<file path="config.mk">
export PLATFORM = sky130hd
export DESIGN_NAME = i2c_master_write_read_sequencer
export DESIGN_NICKNAME = d
export VERILOG_FILES = /design/src/hdl/i2cmws_pkg.sv /design/src/hdl/i2cmws_ram.sv /design/src/hdl/i2cmws_ctrl.sv /design/src/hdl/i2cmws_out.sv /design/src/hdl/i2c_master_write_read_sequencer.sv
export SDC_FILE = /design/constraint.sdc
export NUM_CORES = 1
export LEC_CHECK = 0
export ABC_AREA = 1
export BUFFER_PORTS_ARGS = -buffer_cell sky130_fd_sc_hd__buf_4
export CAP_MARGIN = 15
export CORE_AREA = 2 2 136 138
export DETAILED_ROUTE_END_ITERATION = 8
export DIE_AREA = 0 0 138 140
export PLACE_DENSITY_LB_ADDON = 0.1
export SLEW_MARGIN = 40
export SYNTH_ARGS = -nofsm -noshare
export SYNTH_HDL_FRONTEND = slang
export SYNTH_SLANG_ARGS = --single-unit
export TNS_END_PERCENT = 30
</file>
<file path="constraint.sdc">
create_clock -name clock -period 4.5 [get_ports clock]
set_clock_uncertainty 0.2 [all_clocks]
set_input_delay 1.35 -clock clock [delete_from_list [all_inputs] [get_ports clock]]
set_output_delay 1.35 -clock clock [all_outputs]
set_load 0.1 [all_outputs]
</file>
<file path="src/hdl/i2cmws_pkg.sv">
// Package for the I2C master write/read sequencer: word types, status codes
// and default sizes. No dependencies.
`timescale 1ns / 1ps

package i2cmws_pkg;

   localparam int TX_DEPTH_DEFAULT = 16;
   localparam int RX_MAX_DEFAULT   = 32;

   localparam logic [7:0] SLAVE_ADDR_RESET = 8'h3A;

   // request modes
   localparam logic [1:0] MODE_LOAD  = 2'd0;
   localparam logic [1:0] MODE_START = 2'd1;
   localparam logic [1:0] MODE_EVENT = 2'd2;

   // acknowledge actions
   localparam logic [1:0] ACK_KEEP    = 2'd0;
   localparam logic [1:0] ACK_ENABLE  = 2'd1;
   localparam logic [1:0] ACK_DISABLE = 2'd2;

   // controller status codes
   localparam logic [7:0] ST_START         = 8'h08;
   localparam logic [7:0] ST_RESTART       = 8'h10;
   localparam logic [7:0] ST_WADDR_ACK     = 8'h18;
   localparam logic [7:0] ST_WADDR_NACK    = 8'h20;
   localparam logic [7:0] ST_WDATA_ACK     = 8'h28;
   localparam logic [7:0] ST_WDATA_NACK    = 8'h30;
   localparam logic [7:0] ST_ARB_LOST      = 8'h38;
   localparam logic [7:0] ST_RADDR_ACK     = 8'h40;
   localparam logic [7:0] ST_RADDR_NACK    = 8'h48;
   localparam logic [7:0] ST_RDATA_ACK     = 8'h50;
   localparam logic [7:0] ST_RDATA_NACK    = 8'h58;

   typedef enum logic {
      PH_IDLE,
      PH_ACTIVE
   } phase_type;

   typedef struct packed {
      logic [1:0] mode;
      logic [7:0] status_code;
      logic [7:0] bus_data;
      logic [3:0] buffer_index;
      logic [4:0] tx_count;
      logic [5:0] rx_count;
   } req_type;

   typedef struct packed {
      logic       data_write_valid;
      logic [7:0] data_byte;
      logic       set_start;
      logic       clear_start;
      logic       send_stop;
      logic [1:0] ack_action;
      logic       clear_interrupt;
      logic       rx_valid;
      logic [7:0] rx_byte;
      logic [4:0] rx_index;
      logic       done_res;
   } rsp_type;

   // word handed from the sequencer to the output stage
   typedef struct packed {
      logic    valid;
      logic    use_mem;   // data_byte comes from the transmit buffer read
      rsp_type rsp;
   } stage_type;

endpackage

</file>
<file path="src/hdl/i2cmws_ram.sv">
// Generic single-write, single-read RAM with registered read data.
// No dependencies.
`timescale 1ns / 1ps

module i2cmws_ram #(
   parameter int WIDTH = 8,
   parameter int DEPTH = 16
) (
   input  logic                                   clock,
   input  logic                                   wr_en,
   input  logic [(DEPTH > 1 ? $clog2(DEPTH) : 1)-1:0] wr_addr,
   input  logic [WIDTH-1:0]                       wr_data,
   input  logic                                   rd_en,
   input  logic [(DEPTH > 1 ? $clog2(DEPTH) : 1)-1:0] rd_addr,
   output logic [WIDTH-1:0]                       rd_data
);

   logic [WIDTH-1:0] mem_ff [DEPTH];
   logic [WIDTH-1:0] rd_data_ff;

   always_ff @(posedge clock) begin
      if (wr_en) begin
         mem_ff[wr_addr] <= wr_data;
      end
      if (rd_en) begin
         rd_data_ff <= mem_ff[rd_addr];
      end
   end

   assign rd_data = rd_data_ff;

endmodule

</file>
<file path="src/hdl/i2cmws_ctrl.sv">
// Sequencer control: phase, counters, address register and status decode.
// Depends on i2cmws_pkg; drives the transmit buffer RAM ports.
`timescale 1ns / 1ps

module i2cmws_ctrl #(
   parameter int TX_DEPTH = i2cmws_pkg::TX_DEPTH_DEFAULT,
   parameter int RX_MAX   = i2cmws_pkg::RX_MAX_DEFAULT,
   localparam int AW  = (TX_DEPTH > 1) ? $clog2(TX_DEPTH) : 1,
   localparam int TPW = $clog2(TX_DEPTH + 1),
   localparam int RPW = $clog2(RX_MAX + 1)
) (
   input  logic                  clock,
   input  logic                  reset,
   input  logic                  accept,
   input  i2cmws_pkg::req_type   req,
   input  logic                  csr_we,
   input  logic [7:0]            csr_data,
   output logic                  ram_wr_en,
   output logic [AW-1:0]         ram_wr_addr,
   output logic [7:0]            ram_wr_data,
   output logic                  ram_rd_en,
   output logic [AW-1:0]         ram_rd_addr,
   output i2cmws_pkg::stage_type s0
);

   i2cmws_pkg::phase_type phase_ff, phase_in;

   logic [7:0]     slave_addr_ff;
   logic [TPW-1:0] tx_pos_ff,  tx_pos_in;
   logic [TPW-1:0] tx_left_ff, tx_left_in;
   logic [RPW-1:0] rx_left_ff, rx_left_in;
   logic [RPW-1:0] rx_pos_ff,  rx_pos_in;
   logic           read_dir_ff, read_dir_in;

   logic is_event;
   logic write_ack_code;
   logic finish;

   assign is_event = accept && (req.mode == i2cmws_pkg::MODE_EVENT)
                     && (phase_ff == i2cmws_pkg::PH_ACTIVE);

   assign write_ack_code = (req.status_code == i2cmws_pkg::ST_WADDR_ACK)
                        || (req.status_code == i2cmws_pkg::ST_WADDR_NACK)
                        || (req.status_code == i2cmws_pkg::ST_WDATA_ACK)
                        || (req.status_code == i2cmws_pkg::ST_WDATA_NACK);

   // transfer ends on a NACKed last read byte, or write-only with all sent
   assign finish = is_event
                   && ((req.status_code == i2cmws_pkg::ST_RDATA_NACK)
                       || (write_ack_code && (tx_left_ff == '0) && (rx_left_ff == '0)));

   // next phase
   always_comb begin
      phase_in = phase_ff;
      if (accept && (req.mode == i2cmws_pkg::MODE_START)) begin
         phase_in = i2cmws_pkg::PH_ACTIVE;
      end else if (finish) begin
         phase_in = i2cmws_pkg::PH_IDLE;
      end
   end

   // counters, buffer access and result word
   always_comb begin
      tx_pos_in   = tx_pos_ff;
      tx_left_in  = tx_left_ff;
      rx_left_in  = rx_left_ff;
      rx_pos_in   = rx_pos_ff;
      read_dir_in = read_dir_ff;
      s0          = '0;
      ram_wr_en   = 1'b0;
      ram_wr_addr = AW'(req.buffer_index);
      ram_wr_data = req.bus_data;
      ram_rd_en   = 1'b0;
      ram_rd_addr = AW'(tx_pos_ff);

      if (accept) begin
         case (req.mode)
            i2cmws_pkg::MODE_LOAD: begin
               ram_wr_en = (32'(req.buffer_index) < 32'(TX_DEPTH));
            end
            i2cmws_pkg::MODE_START: begin
               tx_left_in  = (32'(req.tx_count) > 32'(TX_DEPTH)) ?
                             TPW'(TX_DEPTH) : TPW'(req.tx_count);
               rx_left_in  = (32'(req.rx_count) > 32'(RX_MAX)) ?
                             RPW'(RX_MAX) : RPW'(req.rx_count);
               tx_pos_in   = '0;
               rx_pos_in   = '0;
               read_dir_in = 1'b0;
               s0.valid    = 1'b1;
               s0.rsp.set_start = 1'b1;
            end
            i2cmws_pkg::MODE_EVENT: begin
               if (phase_ff == i2cmws_pkg::PH_ACTIVE) begin
                  s0.valid = 1'b1;
                  s0.rsp.clear_interrupt = 1'b1;
                  case (req.status_code)
                     i2cmws_pkg::ST_START, i2cmws_pkg::ST_RESTART: begin
                        s0.rsp.data_write_valid = 1'b1;
                        s0.rsp.data_byte = slave_addr_ff | {7'd0, read_dir_ff};
                     end
                     i2cmws_pkg::ST_WADDR_ACK, i2cmws_pkg::ST_WADDR_NACK,
                     i2cmws_pkg::ST_WDATA_ACK, i2cmws_pkg::ST_WDATA_NACK: begin
                        if (tx_left_ff != '0) begin
                           s0.rsp.data_write_valid = 1'b1;
                           s0.use_mem = 1'b1;
                           ram_rd_en  = 1'b1;
                           tx_pos_in  = tx_pos_ff + 1'b1;
                           tx_left_in = tx_left_ff - 1'b1;
                           s0.rsp.clear_start = 1'b1;
                        end else if (rx_left_ff == '0) begin
                           s0.rsp.send_stop   = 1'b1;
                           s0.rsp.clear_start = 1'b1;
                           s0.rsp.done_res    = 1'b1;
                        end else begin
                           read_dir_in = ~read_dir_ff;
                           tx_pos_in   = '0;
                           rx_pos_in   = '0;
                           s0.rsp.set_start = 1'b1;
                        end
                     end
                     i2cmws_pkg::ST_ARB_LOST, i2cmws_pkg::ST_RADDR_NACK: begin
                        s0.rsp.set_start = 1'b1;
                     end
                     i2cmws_pkg::ST_RADDR_ACK: begin
                        s0.rsp.ack_action = (rx_left_ff != '0) ?
                                            i2cmws_pkg::ACK_ENABLE : i2cmws_pkg::ACK_DISABLE;
                        s0.rsp.clear_start = 1'b1;
                     end
                     i2cmws_pkg::ST_RDATA_ACK: begin
                        if (rx_left_ff != '0) begin
                           s0.rsp.rx_valid = 1'b1;
                           s0.rsp.rx_byte  = req.bus_data;
                           s0.rsp.rx_index = 5'(rx_pos_ff);
                           rx_pos_in  = rx_pos_ff + 1'b1;
                           rx_left_in = rx_left_ff - 1'b1;
                        end
                        s0.rsp.ack_action = (rx_left_in != '0) ?
                                            i2cmws_pkg::ACK_ENABLE : i2cmws_pkg::ACK_DISABLE;
                        s0.rsp.clear_start = 1'b1;
                     end
                     i2cmws_pkg::ST_RDATA_NACK: begin
                        s0.rsp.clear_start = 1'b1;
                        s0.rsp.send_stop   = 1'b1;
                        s0.rsp.done_res    = 1'b1;
                     end
                     default: begin
                        s0 = '0;
                     end
                  endcase
               end
            end
            default: begin
               s0 = '0;
            end
         endcase
      end
   end

   always_ff @(posedge clock) begin
      if (reset) begin
         phase_ff      <= i2cmws_pkg::PH_IDLE;
         slave_addr_ff <= i2cmws_pkg::SLAVE_ADDR_RESET;
         tx_pos_ff     <= '0;
         tx_left_ff    <= '0;
         rx_left_ff    <= '0;
         rx_pos_ff     <= '0;
         read_dir_ff   <= 1'b0;
      end else begin
         phase_ff    <= phase_in;
         tx_pos_ff   <= tx_pos_in;
         tx_left_ff  <= tx_left_in;
         rx_left_ff  <= rx_left_in;
         rx_pos_ff   <= rx_pos_in;
         read_dir_ff <= read_dir_in;
         if (csr_we) begin
            slave_addr_ff <= csr_data;
         end
      end
   end

endmodule

</file>
<file path="src/hdl/i2cmws_out.sv">
// Output side: holds a word while the buffer read completes, then a result
// register towards the consumer. Depends on i2cmws_pkg.
`timescale 1ns / 1ps

module i2cmws_out (
   input  logic                  clock,
   input  logic                  reset,
   input  i2cmws_pkg::stage_type s0,
   input  logic [7:0]            rd_data,
   output logic                  free,
   output logic                  rsp_valid,
   input  logic                  rsp_ready,
   output i2cmws_pkg::rsp_type   rsp_payload
);

   logic                  s1_valid_ff;
   i2cmws_pkg::stage_type s1_ff;
   logic                  out_valid_ff;
   i2cmws_pkg::rsp_type   out_ff, out_in;
   logic                  advance;

   assign advance = !out_valid_ff || rsp_ready;
   // buffer read data holds while stalled, since no new read is issued
   assign free    = !s1_valid_ff || advance;

   always_comb begin
      out_in = s1_ff.rsp;
      if (s1_ff.use_mem) begin
         out_in.data_byte = rd_data;
      end
   end

   always_ff @(posedge clock) begin
      if (reset) begin
         s1_valid_ff  <= 1'b0;
         out_valid_ff <= 1'b0;
      end else begin
         if (free) begin
            s1_valid_ff <= s0.valid;
         end
         if (advance) begin
            out_valid_ff <= s1_valid_ff;
         end
      end
   end

   always_ff @(posedge clock) begin
      if (free) begin
         s1_ff <= s0;
      end
      if (advance) begin
         out_ff <= out_in;
      end
   end

   assign rsp_valid   = out_valid_ff;
   assign rsp_payload = out_ff;

endmodule

</file>
<file path="src/hdl/i2c_master_write_read_sequencer.sv">
// Top level of the I2C master write-then-read sequencer.
// Depends on i2cmws_pkg, i2cmws_ram, i2cmws_ctrl and i2cmws_out.
`timescale 1ns / 1ps

// Sequences a combined write-then-read I2C transfer from the status codes of
// a byte-oriented controller. Request words either load a transmit buffer
// byte, arm a transfer (tx and rx counts, start requested), or present a
// status code with the received byte; starts and recognised events while
// armed give one action word each, everything else gives none. One request
// word is taken every clock while req_ready is high; each result word passes
// through the stage register, which covers the registered read of the
// transmit buffer RAM, and the result register. A stalled result holds the
// pipe, so req_ready drops only when both stages are full and rsp_ready is
// low. The slave address register (csr_data) is always ready and must only
// be written while no transfer word is in flight. Buffer slots must be
// loaded before they are sent; no clearing pass follows reset.
module i2c_master_write_read_sequencer #(
   parameter int TX_DEPTH = i2cmws_pkg::TX_DEPTH_DEFAULT,
   parameter int RX_MAX   = i2cmws_pkg::RX_MAX_DEFAULT
) (
   input  logic                clock,
   input  logic                reset,
   input  logic                req_valid,
   output logic                req_ready,
   input  i2cmws_pkg::req_type req_payload,
   output logic                rsp_valid,
   input  logic                rsp_ready,
   output i2cmws_pkg::rsp_type rsp_payload,
   input  logic                csr_valid,
   output logic                csr_ready,
   input  logic [7:0]          csr_data
);

   localparam int AW = (TX_DEPTH > 1) ? $clog2(TX_DEPTH) : 1;

   logic                  accept;
   logic                  ram_wr_en;
   logic [AW-1:0]         ram_wr_addr;
   logic [7:0]            ram_wr_data;
   logic                  ram_rd_en;
   logic [AW-1:0]         ram_rd_addr;
   logic [7:0]            ram_rd_data;
   i2cmws_pkg::stage_type s0;

   assign csr_ready = 1'b1;
   assign accept    = req_valid && req_ready;

   // transmit buffer
   i2cmws_ram #(
      .WIDTH (8),
      .DEPTH (TX_DEPTH)
   ) u_tx_ram (
      .clock   (clock),
      .wr_en   (ram_wr_en),
      .wr_addr (ram_wr_addr),
      .wr_data (ram_wr_data),
      .rd_en   (ram_rd_en),
      .rd_addr (ram_rd_addr),
      .rd_data (ram_rd_data)
   );

   // counters and status decode; state updates as each word is taken
   i2cmws_ctrl #(
      .TX_DEPTH (TX_DEPTH),
      .RX_MAX   (RX_MAX)
   ) u_ctrl (
      .clock       (clock),
      .reset       (reset),
      .accept      (accept),
      .req         (req_payload),
      .csr_we      (csr_valid && csr_ready),
      .csr_data    (csr_data),
      .ram_wr_en   (ram_wr_en),
      .ram_wr_addr (ram_wr_addr),
      .ram_wr_data (ram_wr_data),
      .ram_rd_en   (ram_rd_en),
      .ram_rd_addr (ram_rd_addr),
      .s0          (s0)
   );

   // buffer data merge and result register
   i2cmws_out u_out (
      .clock       (clock),
      .reset       (reset),
      .s0          (s0),
      .rd_data     (ram_rd_data),
      .free        (req_ready),
      .rsp_valid   (rsp_valid),
      .rsp_ready   (rsp_ready),
      .rsp_payload (rsp_payload)
   );

   // no transmit byte means an idle data field
   a_idle_data_byte : assert property (@(posedge clock) disable iff (reset)
      rsp_valid && !rsp_payload.data_write_valid |-> rsp_payload.data_byte == 8'd0)
      else $error("data_byte set without data_write_valid");

   // a received byte always comes with an acknowledge decision
   a_rx_ack : assert property (@(posedge clock) disable iff (reset)
      rsp_valid && rsp_payload.rx_valid |-> rsp_payload.ack_action != i2cmws_pkg::ACK_KEEP)
      else $error("received byte without acknowledge action");

   // finishing means stop, never a new start
   a_done_stop : assert property (@(posedge clock) disable iff (reset)
      rsp_valid && rsp_payload.done_res |->
         rsp_payload.send_stop && !rsp_payload.set_start && rsp_payload.clear_interrupt)
      else $error("done without stop");

   // taking a request while the output is stalled is only legal with room
   a_no_overrun : assert property (@(posedge clock) disable iff (reset)
      rsp_valid && !rsp_ready && accept |=> rsp_valid)
      else $error("result lost under stall");

endmodule
</file>
* After elaboration in Yosys (flattened, before gate mapping)
Memory sizes are Yosys's and may differ from the RTL's. A register that Yosys moved wholly into a read port is not among the register bits. Index checks and enable logic that the tools add are counted.
Cells by class: equal/unequal tests 24, multiplexer cells 69, reduce and logical (&&, ||, !) cells 38, $add $sub $neg 4, bitwise operators 2, $lt $le $gt $ge 2
Operator list (count):
- two-way mux 6 bit | 12
- two-way mux 32 bit | 2
- two-way mux 5 bit | 8
- case mux 6 bit (2 select lines) | 3
- equality test 8 x 6 -> 1 bit (second input constant) | 4
- equality test 8 x 7 -> 1 bit (second input constant) | 4
- two-way mux 14 bit | 2
- two-way mux 1 bit | 23
- two-way mux 20 bit | 1
- case mux 5 bit (2 select lines) | 2
- equality test 8 x 5 -> 1 bit (second input constant) | 2
- two-way mux 8 bit | 2
- case mux 1 bit (2 select lines) | 8
- AND reduction 4 bit | 4
- inequality test 3 bit (second input constant) | 5
- AND reduction 5 bit | 3
- nonzero test 6 bit | 2
- OR reduction 11 bit | 1
- two-way mux 10 bit | 1
- inequality test 2 bit (second input constant) | 5
- equality test 8 x 4 -> 1 bit (second input constant) | 1
- two-way mux 2 bit | 4
- bitwise OR 8 x 1 -> 8 bit | 1
- logical AND 1 bit | 7
- other kinds (24) | 32
Storage, ports and cells: memory bits (writable) 128, memories 1, output and inout port bits 33, flip-flop bits (word level) 95, input bits 46
Memory list:
- u_tx_ram.mem_ff | words 16, bits a word 8, read ports 1, clocked after Yosys merged registers in 1, wr ports 1, RTL line i2cmws_ram.sv:18 | logic [WIDTH-1:0] mem_ff [DEPTH];

* Longest topological paths before layout
Gate-level depths: netlist of run 1.
depth in word-level cells 12, depth in mapped cells 13

* By module
From an unflattened synthesis of run 1, not the netlist that was laid out.
Second synthesis, totals: cells, all modules 1072, area total of the unflattened synthesis 10356.2 µm²
Modules (own cells, without submodules):
- i2cmws_ram | times used 1, cells an instance 553, area each 5854.4 µm², sequential area each 4083.9 µm²
- i2cmws_ctrl | times used 1, cells an instance 420, area each 2469.9 µm², sequential area each 600.6 µm²
- i2cmws_out | times used 1, cells an instance 95, area each 2013.2 µm², sequential area each 1871.8 µm²
- i2c_master_write_read_sequencer | times used 1, cells an instance 4, area each 18.8 µm², sequential area each 0.0 µm²

* Worst setup path before layout of run 1
Ideal clock, no wire load.
kind input-to-output, start input rsp_ready, end output req_ready, path buffers 0, arrival 2.259 ns, path slack 0.691 ns, cell stages on the path 2, cells stage by stage inv_1 nand3_2
On the way: word-level cells in the longest chain between the ends 2
Ends and longest elaborated chain:
- start, declared | RTL line i2c_master_write_read_sequencer.sv:27 | input logic rsp_ready,
- logical OR 1 bit | RTL line i2cmws_out.sv:22 | assign advance = !out_valid_ff || rsp_ready;
- logical OR 1 bit | RTL line i2cmws_out.sv:24 | assign free = !s1_valid_ff || advance;
- end, declared | RTL line i2c_master_write_read_sequencer.sv:24 | output logic req_ready,
Every way passes these cells.

* Worst setup path in the final report of run 1
Same ends and word-level chain as after synthesis.

==> results.md, run 1 <==
- In this run the critical register-to-register path is captured at u_tx_ram.mem_ff[7][3]$_DFFE_PP_.
- The switching portion of total power is 0.226.
- The wire length per cell after detailed routing is 18.7 µm.
- The worst hold path begins at u_out.out_in[12]$_SDFFCE_PN0N_.
- Across the VDD grid, the largest voltage drop is 0.312 mV.
- The number of setup violations in the final report is 0.
- The count of endpoints failing hold in the final timing report is 0.
- Counting flops with a built-in enable in the synthesized netlist gives 195.
- The clock tree from TritonCTS is yes.
- The required time of the critical path is 2950 ps.
- For this run, the total global-route usage over all layers was measured as 0.220.
- The number of global-route vias before repair is 6129.
- 79 I/O pins were placed.
- Counting every net in the synthesized netlist gives 870.
- The end point of the most critical hold path is u_out.rsp_payload[12]$_DFFE_PP_.
- The min-delay analysis places its worst path in the category flip-flop to flip-flop.
- The congestion estimate from routability-driven global placement came to 0.945.
- Measured in cells, the most critical reg-to-reg path has a length of 5.
- For this design, the sink count on the clock tree is 227.
- The largest fanout of any net on the critical path is 12.
- After clock tree synthesis, the clock-pin slew on the worst setup and hold paths is 60 ps.
- The floorplan has 49 rows.
- The number of antenna violations at the first check in global routing is 0.
- The synthesis-to-finish area growth is 16.0%.
- Power spread over the standard cell area amounts to 412 nW/µm².
- The element type at the critical path start is an input pin.
- The Yosys warning count is 0.
- The final number of max-transition violations is 0.
- The die outline width is 138 µm.
- The final antenna diode count is 0.
- The die footprint is 19300 µm².
- The sequential cell fraction of total power is 0.504.
- The internal portion of total power is 3.55 mW.
- Of the total power, the clock network draws 0.427.
- The total CTS buffers is 24.
- The kind of end point of the critical path is an output pin.
- The largest net degree at the start of global routing is 68.
- The first-pass GRT wire length is 33400 µm.
- The vias per cell is 5.57.
- The DRC marker count from the first detailed-route iteration is 549.
- For this design, the CTS-stage hold fixing added 0 buffers.
- The period utilization is 0.827.
- The primary flip-flop cell chosen by synthesis mapping is edfxtp_1.
- The type of the worst setup path is input pin to output pin.
- The pre-antenna-repair detailed-routing pass consisted of 7 iterations.
- For this run the aggregate overflow at the end of global routing stands at 0.
- The placed instances occupy a cell area of 10400 µm².
- The combinational share of power is 0.069.
- Based on the critical path, the design can be clocked at up to 0.269 GHz.
- The number of setup buffers added after CTS is 0.
- The setup slack on the worst flop-to-flop path is 1910 ps.
- Setup repair after global routing left no endpoint under its margin.
- The maximum count of clock buffers along a single path is 3.
- The minimum hold slack is 215 ps.
- The normalized max-slew margin is 0.475.
- The count of maximum capacitance violations is 0.
- The number of resized instances in the post-cts repair step is 0.
- At the later pin of the worst-skew pair, clock insertion delay measures 510 ps.
- The number of distinct library cell variants in the gate-level netlist after synthesis is 46.
- In the final layout, the share of cells above drive strength 1 is 0.192.
- The power dissipated by switching net loads is 1.04 mW.
- For this run, the share of the core covered by cells in the final layout is 0.627.
- The endpoint arrival time on the critical path is 2170 ps.
- Counting flops with an async set or reset pin after synthesis yields a share of 0.
- The final worst-path setup slack is 778 ps.
- The remaining antenna violation count is 0.
- The number of remaining DRC errors is 0.
- The number of register bits inferred by synthesis is 227.
- The core region is 17800 µm².
- The worst reg2reg path startpoint is u_out.rsp_valid$_SDFFE_PP0P_.
- Setup total negative slack on the finished layout was measured at 0 ps.
- The synthesized area is 9610 µm².
- Counting I/O delays and the setup requirement, the final critical path takes 3720 ps.
- The cell leakage power is 4.30 nW.
- The level count of the clock H-tree is 1.
- The worst hold path cell count is 0.
- For the pin with the worst max-slew slack, the measured transition is 788 ps.
- The post-synthesis average cell area is 11.8 µm².
- The floorplan step set the die height to 140 µm.
- Summing all non-filler instances in the final layout gives an area of 11100 µm².
- The net count of the finished layout is 943.
- Counting every instance in the synthesized netlist gives 816.
- The detailed-route via count is 6327.
- After detailed routing, the total wire length is 21300 µm.
- The cell sitting at the root of the clock tree is a clkbuf_16.
- The count of port buffers added during placement is 77.
- The sequential area share after synthesis is 0.676.
- The flow ran to the end, and the final reports show no timing, DRC or antenna violations.
- The worst slack after detailed placement is 767 ps.
- The detailed-placement wirelength estimate is 14300 µm.
- For this configuration, the core starts out at a cell density of 0.540.
routing by layer:
metal | global-route usage | share of wire
met1 | 0.318 | 0.44
met2 | 0.354 | 0.47
met3 | 0.0366 | 0.062
met4 | 0.0542 | 0.021
met5 | 0 | 0
cell type report:
class,instances,area [µm²]
well taps,229,287
inverters,76,289
flip-flops and latches,227,6500
fillers,1431,6630
repair buffers,81,608
clock buffers,26,608
multi-input cells,479,2670
clock inverters,17,186
cells in the final DEF (no fill, tap or decap), drive strengths merged, types with 2 or more instances in the layout:
master,n
edfxtp,195
nor2,146
nand2,107
buf,81
inv,75
o21ai,58
nand3,33
dfxtp,32
clkbuf,26
a21oi,25
mux2i,24
o221ai,24
clkinv,13
mux2,8
ha,8
o211ai,7
o32ai,6
nor3,6
o22ai,5
a31oi,5
nand4,4
xor2,4
bufinv,3
clkinvlp,2
sequential cells by signal, summed over array words and instances, names as in the netlist:
signal	cells
u_ctrl.tx_left_ff	5
u_ctrl.read_dir_ff	1
u_out.s1_ff	9
u_ctrl.tx_pos_ff	4
u_out.s1_valid_ff	1
u_ctrl.phase_ff	1
u_out.out_in	21
u_ctrl.rx_pos_ff	5
u_tx_ram.mem_ff	128
u_tx_ram.rd_data	8
u_ctrl.rx_left_ff	6
u_out.rsp_valid	1
u_ctrl.slave_addr_ff	8
u_out.rsp_payload	29
stage by stage:
stage               cells  power (mW)
floorplan             816        2.56
global placement     1092        2.67
detailed placement   1092        2.68
CTS                  1135        4.62
global route         1135        4.74
finish               1135        4.59
power groups by stage:
stage	combinational (mW)	clock, mW	sequential [mW]
global route	0.352	2.08	2.31
detailed placement	0.318	0	2.36
finish	0.318	1.96	2.31
global placement	0.311	0	2.36
CTS	0.320	1.99	2.31
floorplan	0.183	0	2.38
synthesized netlist by cell type (2+ instances only):
cell type	number	area, µm²
a21oi_1	24	120
o221ai_1	24	210
buf_4	4	30.0
nand4_1	4	25.0
edfxtp_1	195	5860
nor2_2	5	31.3
o211ai_1	6	45.0
nor2_1	137	514
o21ai_0	52	260
o21ai_1	6	30.0
o22ai_1	5	31.3
mux2i_1	24	240
mux2_2	8	90.1
inv_1	62	233
nor2_4	4	45.0
nand3_1	28	140
nor3_1	4	20.0
o32ai_1	6	52.6
dfxtp_1	32	641
nand3_4	3	52.6
ha_1	8	100
nand3_2	2	20.0
xor2_1	4	35.0
clkbuf_1	21	78.8
buf_2	9	45.0
nand2_4	5	56.3
clkinv_1	2	7.51
inv_2	10	37.5
a31oi_1	5	31.3
nand2_2	6	37.5
nand2_1	96	360
cells by family (layout without fill, tap and decap cells):
group,count (synthesis),in the layout,synth area share
AOI/OAI and AO/OA,133,133,0.0870
xor gates and xnor gates,5,5,0.00456
adders and majority gates,8,8,0.0104
buffers and inverters,110,200,0.0461
DFF,227,227,0.676
muxes,32,32,0.0344
other,1,1,0.000390
and+or+nand+nor,300,300,0.141
worst max-delay path: stages:
cell and delay (ps):
buf_4 110, inv_1 80, nand3_2 270, buf_4 350
worst max path at each step:
stage / cells after the start / start / to / slack (ps)
after floorplan: 2 / rsp_ready / req_ready / 690
after global placement: 4 / rsp_ready / req_ready / 800
after detailed placement: 7 / rsp_ready / u_tx_ram.mem_ff[7][0]$_DFFE_PP_ / 770
after CTS: 4 / rsp_ready / req_ready / 770
after global routing: 4 / rsp_ready / req_ready / 740
final: 4 / rsp_ready / req_ready / 780
Note: power is estimated with default switching activity, not from simulation.
==> run 2: changes to the inputs <==
--- a/config.mk
+++ b/config.mk
@@ -8,9 +8,9 @@
 export ABC_AREA = 1
 export BUFFER_PORTS_ARGS = -buffer_cell sky130_fd_sc_hd__buf_4
 export CAP_MARGIN = 15
-export CORE_AREA = 2 2 136 138
+export CORE_AREA = 2 2 137 139
 export DETAILED_ROUTE_END_ITERATION = 8
-export DIE_AREA = 0 0 138 140
+export DIE_AREA = 0 0 139 141
 export PLACE_DENSITY_LB_ADDON = 0.1
 export SLEW_MARGIN = 40
 export SYNTH_ARGS = -nofsm -noshare
==> constraint.sdc (replaced) <==
create_clock -name clock -period 3.3 [get_ports clock]
set_clock_uncertainty 0.2 [all_clocks]
set_input_delay 0.99 -clock clock [delete_from_list [all_inputs] [get_ports clock]]
set_output_delay 0.99 -clock clock [all_outputs]
set_load 0.1 [all_outputs]
==> results.md, run 2 (synthesis gave the netlist of run 1 again) <==
- The depth of the most critical reg-to-reg path was 5 (unchanged).
- The detailed-route wire length was 20800 µm (-2.2%).
- The remaining antenna violation count was 0 (unchanged).
- The flip-flop count of the largest register after layout is 128 (unchanged).
- The wire length per cell after detailed routing is 17.9 µm (-4.6%).
- The critical path is of the input pin to output pin type.
- The number of remaining DRC errors is 0 (unchanged).
- Derived from the worst setup path, the maximum achievable clock frequency is 0.361 GHz.
- The end of the critical path is req_ready.
- The largest register by flop count is u_tx_ram.mem_ff.
- The count of port buffers added during placement was 77 (unchanged).
- The synthesis-to-finish area growth is 18.1%.
- The total setup buffers inserted after CTS is 0 (unchanged).
- The clock tree from TritonCTS is yes.
- The setup TNS after final layout is 0 ps (unchanged).
- The core footprint is 18300 µm² (+2.7%).
- The number of setup violations in the final report is 0 (unchanged).
- The worst supply voltage drop on vdd is 0.402 mV (+29%).
- The worst-skew pair later-pin latency is 500 ps (about the same).
- The count of standard-cell rows is 50 (+2.0%).
- The total non-filler cell area in the finished layout came to 11300 µm² (+1.8%).
- In this run the critical register-to-register path is launched from u_ctrl.tx_pos_ff[0]$_SDFFE_PP0P_.
- The fraction of layout instances using a drive strength above 1 came to 0.204 (+0.0122).
- The element type at the critical path start is an input pin.
- The transition at the pin with the smallest max-transition slack is 806 ps (+18.9 ps).
- The number of buffer and inverter stages on the critical path is 3 (unchanged).
- Walking the worst path, the cells encountered are buf_4 > inv_1 > nand3_4 > buf_4.
- The number of stages on the worst setup path is 4 (unchanged).
- The aggregate global-route resource usage came to 0.211 (-0.00962).
- In this run the worst setup path begins at rsp_ready.
- The final antenna diode count is 0 (unchanged).
- The level count of the clock H-tree is 1 (unchanged).
- The detailed-placement wirelength estimate is 14000 µm (-2.5%).
- The power per unit of standard cell area is 550 nW/µm² (+34%).
- The sink count of the clock tree was 227 (unchanged).
- Setup repair after global routing left no endpoint under its margin.
- The setup slack on the worst flop-to-flop path was 1040 ps (-870 ps).
- The clock root buffer is clkbuf_16.
- The final cell count without fillers was 1164 (+2.6%).
- The detailed-route via count is 6378 (+0.81%).
- The run finished with clean final reports.
- The die outline width was 139 µm (+0.72%).
- The cell leakage power was 4.42 nW (+2.8%).
- The vias per cell is 5.48 (-1.7%).
- The DRC marker count from the first detailed-route iteration came to 440 (-20%).
- The number of top-level design ports is 79 (unchanged).
- The number of hold buffers added after cts is 0 (unchanged).
- The total CTS buffers came to 24 (unchanged).
- The number of resized instances in the post-cts repair step was 0 (unchanged).
- The final standard cell utilization of the core is 0.621 (-0.00593).
- The number of filler cells placed in the layout is 1474 (+3.0%).
- The global-route met2 utilization is 0.354 (about the same).
- The net count of the finished layout is 967 (+2.5%).
- The global placement routability congestion is 0.895 (-5.3%).
- The first-pass GRT wire length is 32600 µm (-2.2%).
- The maximum count of clock buffers along a single path was 3 (unchanged).
- The number of antenna violations at the first check in global routing came to 1 (+1).
- The vertical die dimension came to 141 µm (+0.71%).
- The count of maximum capacitance violations is 0 (unchanged).
- The met3 demand-to-capacity share in global routing is 0.0285 (-0.00805).
- The total overflow reported by the global router is 0 (unchanged).
- The layer carrying the most global-route usage is met2.
- The slowest stage of the critical path is the buf_4 cell.
- The endpoint arrival time on the critical path was 1580 ps (-590 ps).
- The post-placement cell count is 1121 (+2.7%).
- The final number of max-transition violations was 0 (unchanged).
- Leaving out fill and tap cells, the most frequent cells in the layout are edfxtp_1, nor2_1, buf_4.
- The largest fanout of any net on the critical path was 4 (-8).
- The library cell used most frequently in the layout, excluding fill and tap cells, is edfxtp_1.
- The normalized max-slew margin is 0.462 (-0.0126).
- The kind of end point of the critical path is an output pin.
- The number of search-and-repair iterations in the first detailed-routing pass is 5 (-2).
- The largest net degree at the start of global routing was 68 (unchanged).
- The critical path's most frequent cell is buf_4.
- The number of global-route vias before repair is 6156 (+0.44%).
- The period utilization is 0.840.
- The count of endpoints failing hold in the final timing report is 0 (unchanged).
- The biggest cell delay along the critical path is 260 ps (-90 ps).
- The dominant delay contributor by cell family on the critical path is buffers and inverters.
- The placed standard-cell area is 10600 µm² (+2.0%).
- The post-layout minimum cycle time is 2770 ps.
- In this run the worst hold path is classified as flip-flop to flip-flop.
- The clock-pin slew on the worst setup and hold paths is 60 ps (about the same).
- The initial standard-cell utilization of the core came to 0.526 (-0.0144).
- The global-route met1 utilization is 0.293 (-0.0248).
- The endpoint of the worst register-to-register path is u_tx_ram.rd_data[1]$_DFFE_PP_.
- The die footprint was 19600 µm² (+1.4%).
- The required time of the critical path came to 2110 ps (-840 ps).
-- run 2: how the worst min path moves through the flow --
stage | from | endpoint | slack [ps] | cells past startpoint
after floorplan | u_out.out_in[18]$_SDFFCE_PN0N_ | u_out.rsp_payload[0]$_DFFE_PP_ | 200 | 0
after global placement | u_out.out_in[17]$_SDFFCE_PN0N_ | u_out.rsp_payload[17]$_DFFE_PP_ | 200 | 0
after detailed placement | u_out.out_in[17]$_SDFFCE_PN0N_ | u_out.rsp_payload[17]$_DFFE_PP_ | 210 | 0
after CTS | u_out.out_in[17]$_SDFFCE_PN0N_ | u_out.rsp_payload[17]$_DFFE_PP_ | 220 | 0
after global routing | u_out.out_in[17]$_SDFFCE_PN0N_ | u_out.rsp_payload[17]$_DFFE_PP_ | 230 | 0
final | u_out.out_in[17]$_SDFFCE_PN0N_ | u_out.rsp_payload[17]$_DFFE_PP_ | 220 | 0
-- run 2: through the flow --
stage                     total power [mW]  setup WS (ps)  hold WS [ps]
after floorplan                       3.49            213           200
after global placement                3.63            520           202
after detailed placement              3.65            377           209
after CTS                             6.29            523           222
after global routing                  6.46            501           229
final                                 6.24            529           221
-- run 2: cell type report --
| class | count | area, µm² | share of cell area |
|---|---|---|---|
| clock buffer | 26 | 629 | 0.0555 |
| clock inverter | 17 | 160 | 0.0141 |
| inverter | 76 | 289 | 0.0255 |
| multi-input combinational | 479 | 2680 | 0.236 |
| sequential | 227 | 6500 | 0.573 |
| tap | 234 | 293 | 0.0258 |
| timing repair buffer | 105 | 801 | 0.0706 |
-- run 2: per-layer routing --
| layer | up-vias | routed length, µm |
|---|---|---|
| met5 | - | 0 |
| met4 | 0 | 378 |
| met3 | 27 | 1060 |
| met2 | 181 | 10200 |
| met1 | 3100 | 9170 |
| li1 | 3070 | - |
-- run 2: power breakdown --
group          switching, mW  internal, mW  leakage, nW
Sequential            0.0176          3.13         2.21
Combinational          0.296         0.138         1.83
Clock                   1.05          1.61        0.383
Total                   1.36          4.88         4.42
==> run 3: changes to the inputs <==
--- a/config.mk
+++ b/config.mk
@@ -8,9 +8,9 @@
 export ABC_AREA = 1
 export BUFFER_PORTS_ARGS = -buffer_cell sky130_fd_sc_hd__buf_4
 export CAP_MARGIN = 15
-export CORE_AREA = 2 2 137 139
+export CORE_AREA = 2 2 136 138
 export DETAILED_ROUTE_END_ITERATION = 8
-export DIE_AREA = 0 0 139 141
+export DIE_AREA = 0 0 138 140
 export PLACE_DENSITY_LB_ADDON = 0.1
 export SLEW_MARGIN = 40
 export SYNTH_ARGS = -nofsm -noshare
==> constraint.sdc (replaced) <==
create_clock -name clock -period 2.8 [get_ports clock]
set_clock_uncertainty 0.2 [all_clocks]
set_input_delay 0.84 -clock clock [delete_from_list [all_inputs] [get_ports clock]]
set_output_delay 0.84 -clock clock [all_outputs]
set_load 0.1 [all_outputs]
==> results.md, run 3 (synthesis gave the netlist of run 1 again) <==
- The run finished with clean final reports.
- The number of setup violations in the final report is 0 (unchanged).
- The vias per cell is 5.52 (+0.77%).
- STA classifies the critical path endpoint as an output pin.
- Relative to the synthesized area, the layout overhead comes to 17.9%.
- The largest register by flop count is u_tx_ram.mem_ff.
- The final number of max-transition violations is 0 (unchanged).
- The detailed-route via count is 6405 (+0.42%).
- The number of global-route vias before repair was 6248 (+1.5%).
- The cell leakage power is 4.43 nW (+0.19%).
- The clock-pin slew on the worst setup and hold paths came to 60 ps (about the same).
- The count of standard-cell rows came to 49 (-2.0%).
- TritonCTS built the clock tree.
- The number of filler cells placed in the layout is 1366 (-7.3%).
- The number of resized instances in the post-cts repair step was 0 (unchanged).
- The worst slack after detailed placement came to 149 ps (-228 ps).
- The number of antenna violations at the first check in global routing is 0 (-1).
- The final antenna diode count was 0 (unchanged).
- The number of top-level design ports is 79 (unchanged).
- The period utilization is 0.880.
- The final worst-path setup slack is 337 ps (-192 ps).
- By startpoint and endpoint, the worst setup path is classified as input pin to output pin.
- The worst supply voltage drop on vdd is 0.488 mV (+21%).
- Leaving out fill and tap cells, the most frequent cell in the layout is edfxtp_1.
- The overall power after layout is 7.17 mW (+15%).
- The detailed-route wire length is 20500 µm (-1.3%).
- The routed wire length on met2 is 9850 µm (-3.4%).
- The clock root buffer is clkbuf_16.
- The die footprint is 19300 µm² (-1.4%).
- The signal on the critical path passes through buf_4 > inv_1 > nand3_4 > buf_4.
- The endpoint arrival time on the critical path is 1420 ps (-160 ps).
- The count of endpoints failing hold in the final timing report came to 0 (unchanged).
- The aggregate global-route resource usage came to 0.211 (about the same).
- The total overflow reported by the global router is 0 (unchanged).
- The post-layout minimum cycle time is 2460 ps.
- The amount of wire on met3 after detailed routing is 1230 µm (+16%).
- The normalized max-slew margin came to 0.635 (+0.173).
- The maximum count of clock buffers along a single path came to 3 (unchanged).
- The final cell count without fillers is 1160 (-0.34%).
- The critical path's most frequent cell is buf_4.
- The flip-flop count of the largest register after layout came to 128 (unchanged).
- The total setup buffers inserted after CTS is 0 (unchanged).
- The power per unit of standard cell area is 633 nW/µm² (+15%).
- The fraction of layout instances using a drive strength above 1 was 0.208 (+0.00408).
- The die outline width was 138 µm (-0.72%).
- The required time of the critical path is 1760 ps (-350 ps).
- The sink count of the clock tree is 227 (unchanged).
- The initial standard-cell utilization of the core is 0.540 (+0.0144).
- The largest fanout of any net on the critical path was 3 (-1).
- The number of search-and-repair iterations in the first detailed-routing pass is 5 (unchanged).
- The worst-skew pair later-pin latency is 510 ps (about the same).
- The post-placement cell count was 1118 (-0.27%).
- The vertical die dimension came to 140 µm (-0.71%).
- The number of remaining DRC errors came to 0 (unchanged).
- The DRC marker count from the first detailed-route iteration is 526 (+20%).
- Static timing analysis puts the maximum clock frequency at 0.406 GHz.
- The final standard cell utilization of the core came to 0.637 (+0.0160).
- The area taken by flip-flops and latches is 6500 µm² (about the same).
- Setup repair after global routing left no endpoint under its margin.
- The minimum hold slack is 219 ps (-1.13 ps).
- The element type at the critical path start is an input pin.
- The core footprint is 17800 µm² (-2.7%).
- The path class of the tightest hold or removal check is flip-flop to flip-flop.
- The highest layer touched by signal routing is met4.
- The remaining antenna violation count is 0 (unchanged).
- The wire length per cell after detailed routing was 17.7 µm (-0.94%).
- The first-pass GRT wire length came to 32500 µm (-0.25%).
- The largest net degree at the start of global routing is 42 (-38%).
- The routed length on met1 is 8960 µm (-2.3%).
- The net count of the finished layout is 969 (+0.21%).
- The library cell contributing the largest single delay on the critical path is buf_4.
- The biggest cell delay along the critical path came to 250 ps (about the same).
- The count of port buffers added during placement is 77 (unchanged).
- The total CTS buffers is 24 (unchanged).
- The global placement routability congestion came to 0.899 (+0.39%).
- The library cells used most frequently in the layout, excluding fill and tap cells, are edfxtp_1, nor2_1, buf_4.
- The transition at the pin with the smallest max-transition slack was 546 ps (-261 ps).
- The level count of the clock H-tree is 1 (unchanged).
- The area occupied by multi-input gates is 2680 µm² (unchanged).
- The number of hold buffers added after cts is 0 (unchanged).
- The detailed-placement wirelength estimate was 14300 µm (+2.0%).
- The count of maximum capacitance violations was 0 (unchanged).
run 3: changes by cell type in the layout (fill, tap and decap cells not counted), sizes merged:
cell,delta
clkinv,-2
bufinv,-3
buf,+2
clkinvlp,-1
clkbuf,+6
inv,-1
run 3: power breakdown:
group	total (mW)	internal (mW)	switching [mW]
Combinational	0.513	0.165	0.348
Clock	2.94	1.73	1.21
Sequential	3.72	3.69	0.0207
run 3: worst paths after layout:
path	startpoint	to	slack [ps]	depth (start not counted)
min reg2reg	u_out.out_in[15]$_SDFFCE_PN0N_	u_out.rsp_payload[15]$_DFFE_PP_	220	0
max reg2reg	u_ctrl.rx_left_ff[0]$_SDFFE_PP0P_	u_out.out_in[16]$_SDFFCE_PN0N_	670	11
max	rsp_ready	req_ready	340	4
min	u_out.out_in[15]$_SDFFCE_PN0N_	u_out.rsp_payload[15]$_DFFE_PP_	220	0
run 3: per-stage QoR:
stage                     instance area, µm²  setup TNS [ps]
final                                  11300               0
after global routing                   11300               0
after global placement                 10600               0
after detailed placement               10600               0
after floorplan                         9620           -2210
after CTS                              11300               0
run 3: layout make-up:
class,count,share of cell area
Clock buffer,32,0.0611
Clock inverter,10,0.00497
Inverter,76,0.0255
Multi-Input combinational cell,479,0.236
Sequential cell,227,0.574
Tap cell,229,0.0253
Timing Repair Buffer,107,0.0731
run 3: per-layer routing:
layer  vias up  global-route usage
met5         -                   0
met4         0              0.0661
met3        33              0.0328
met2       218               0.344
met1      3081               0.295
li1       3073                   -
run 3: critical path: cells and delay by family:
family                 cells  cell delay, ps
AND/OR/NAND/NOR            1             120
buffers and inverters      3             460
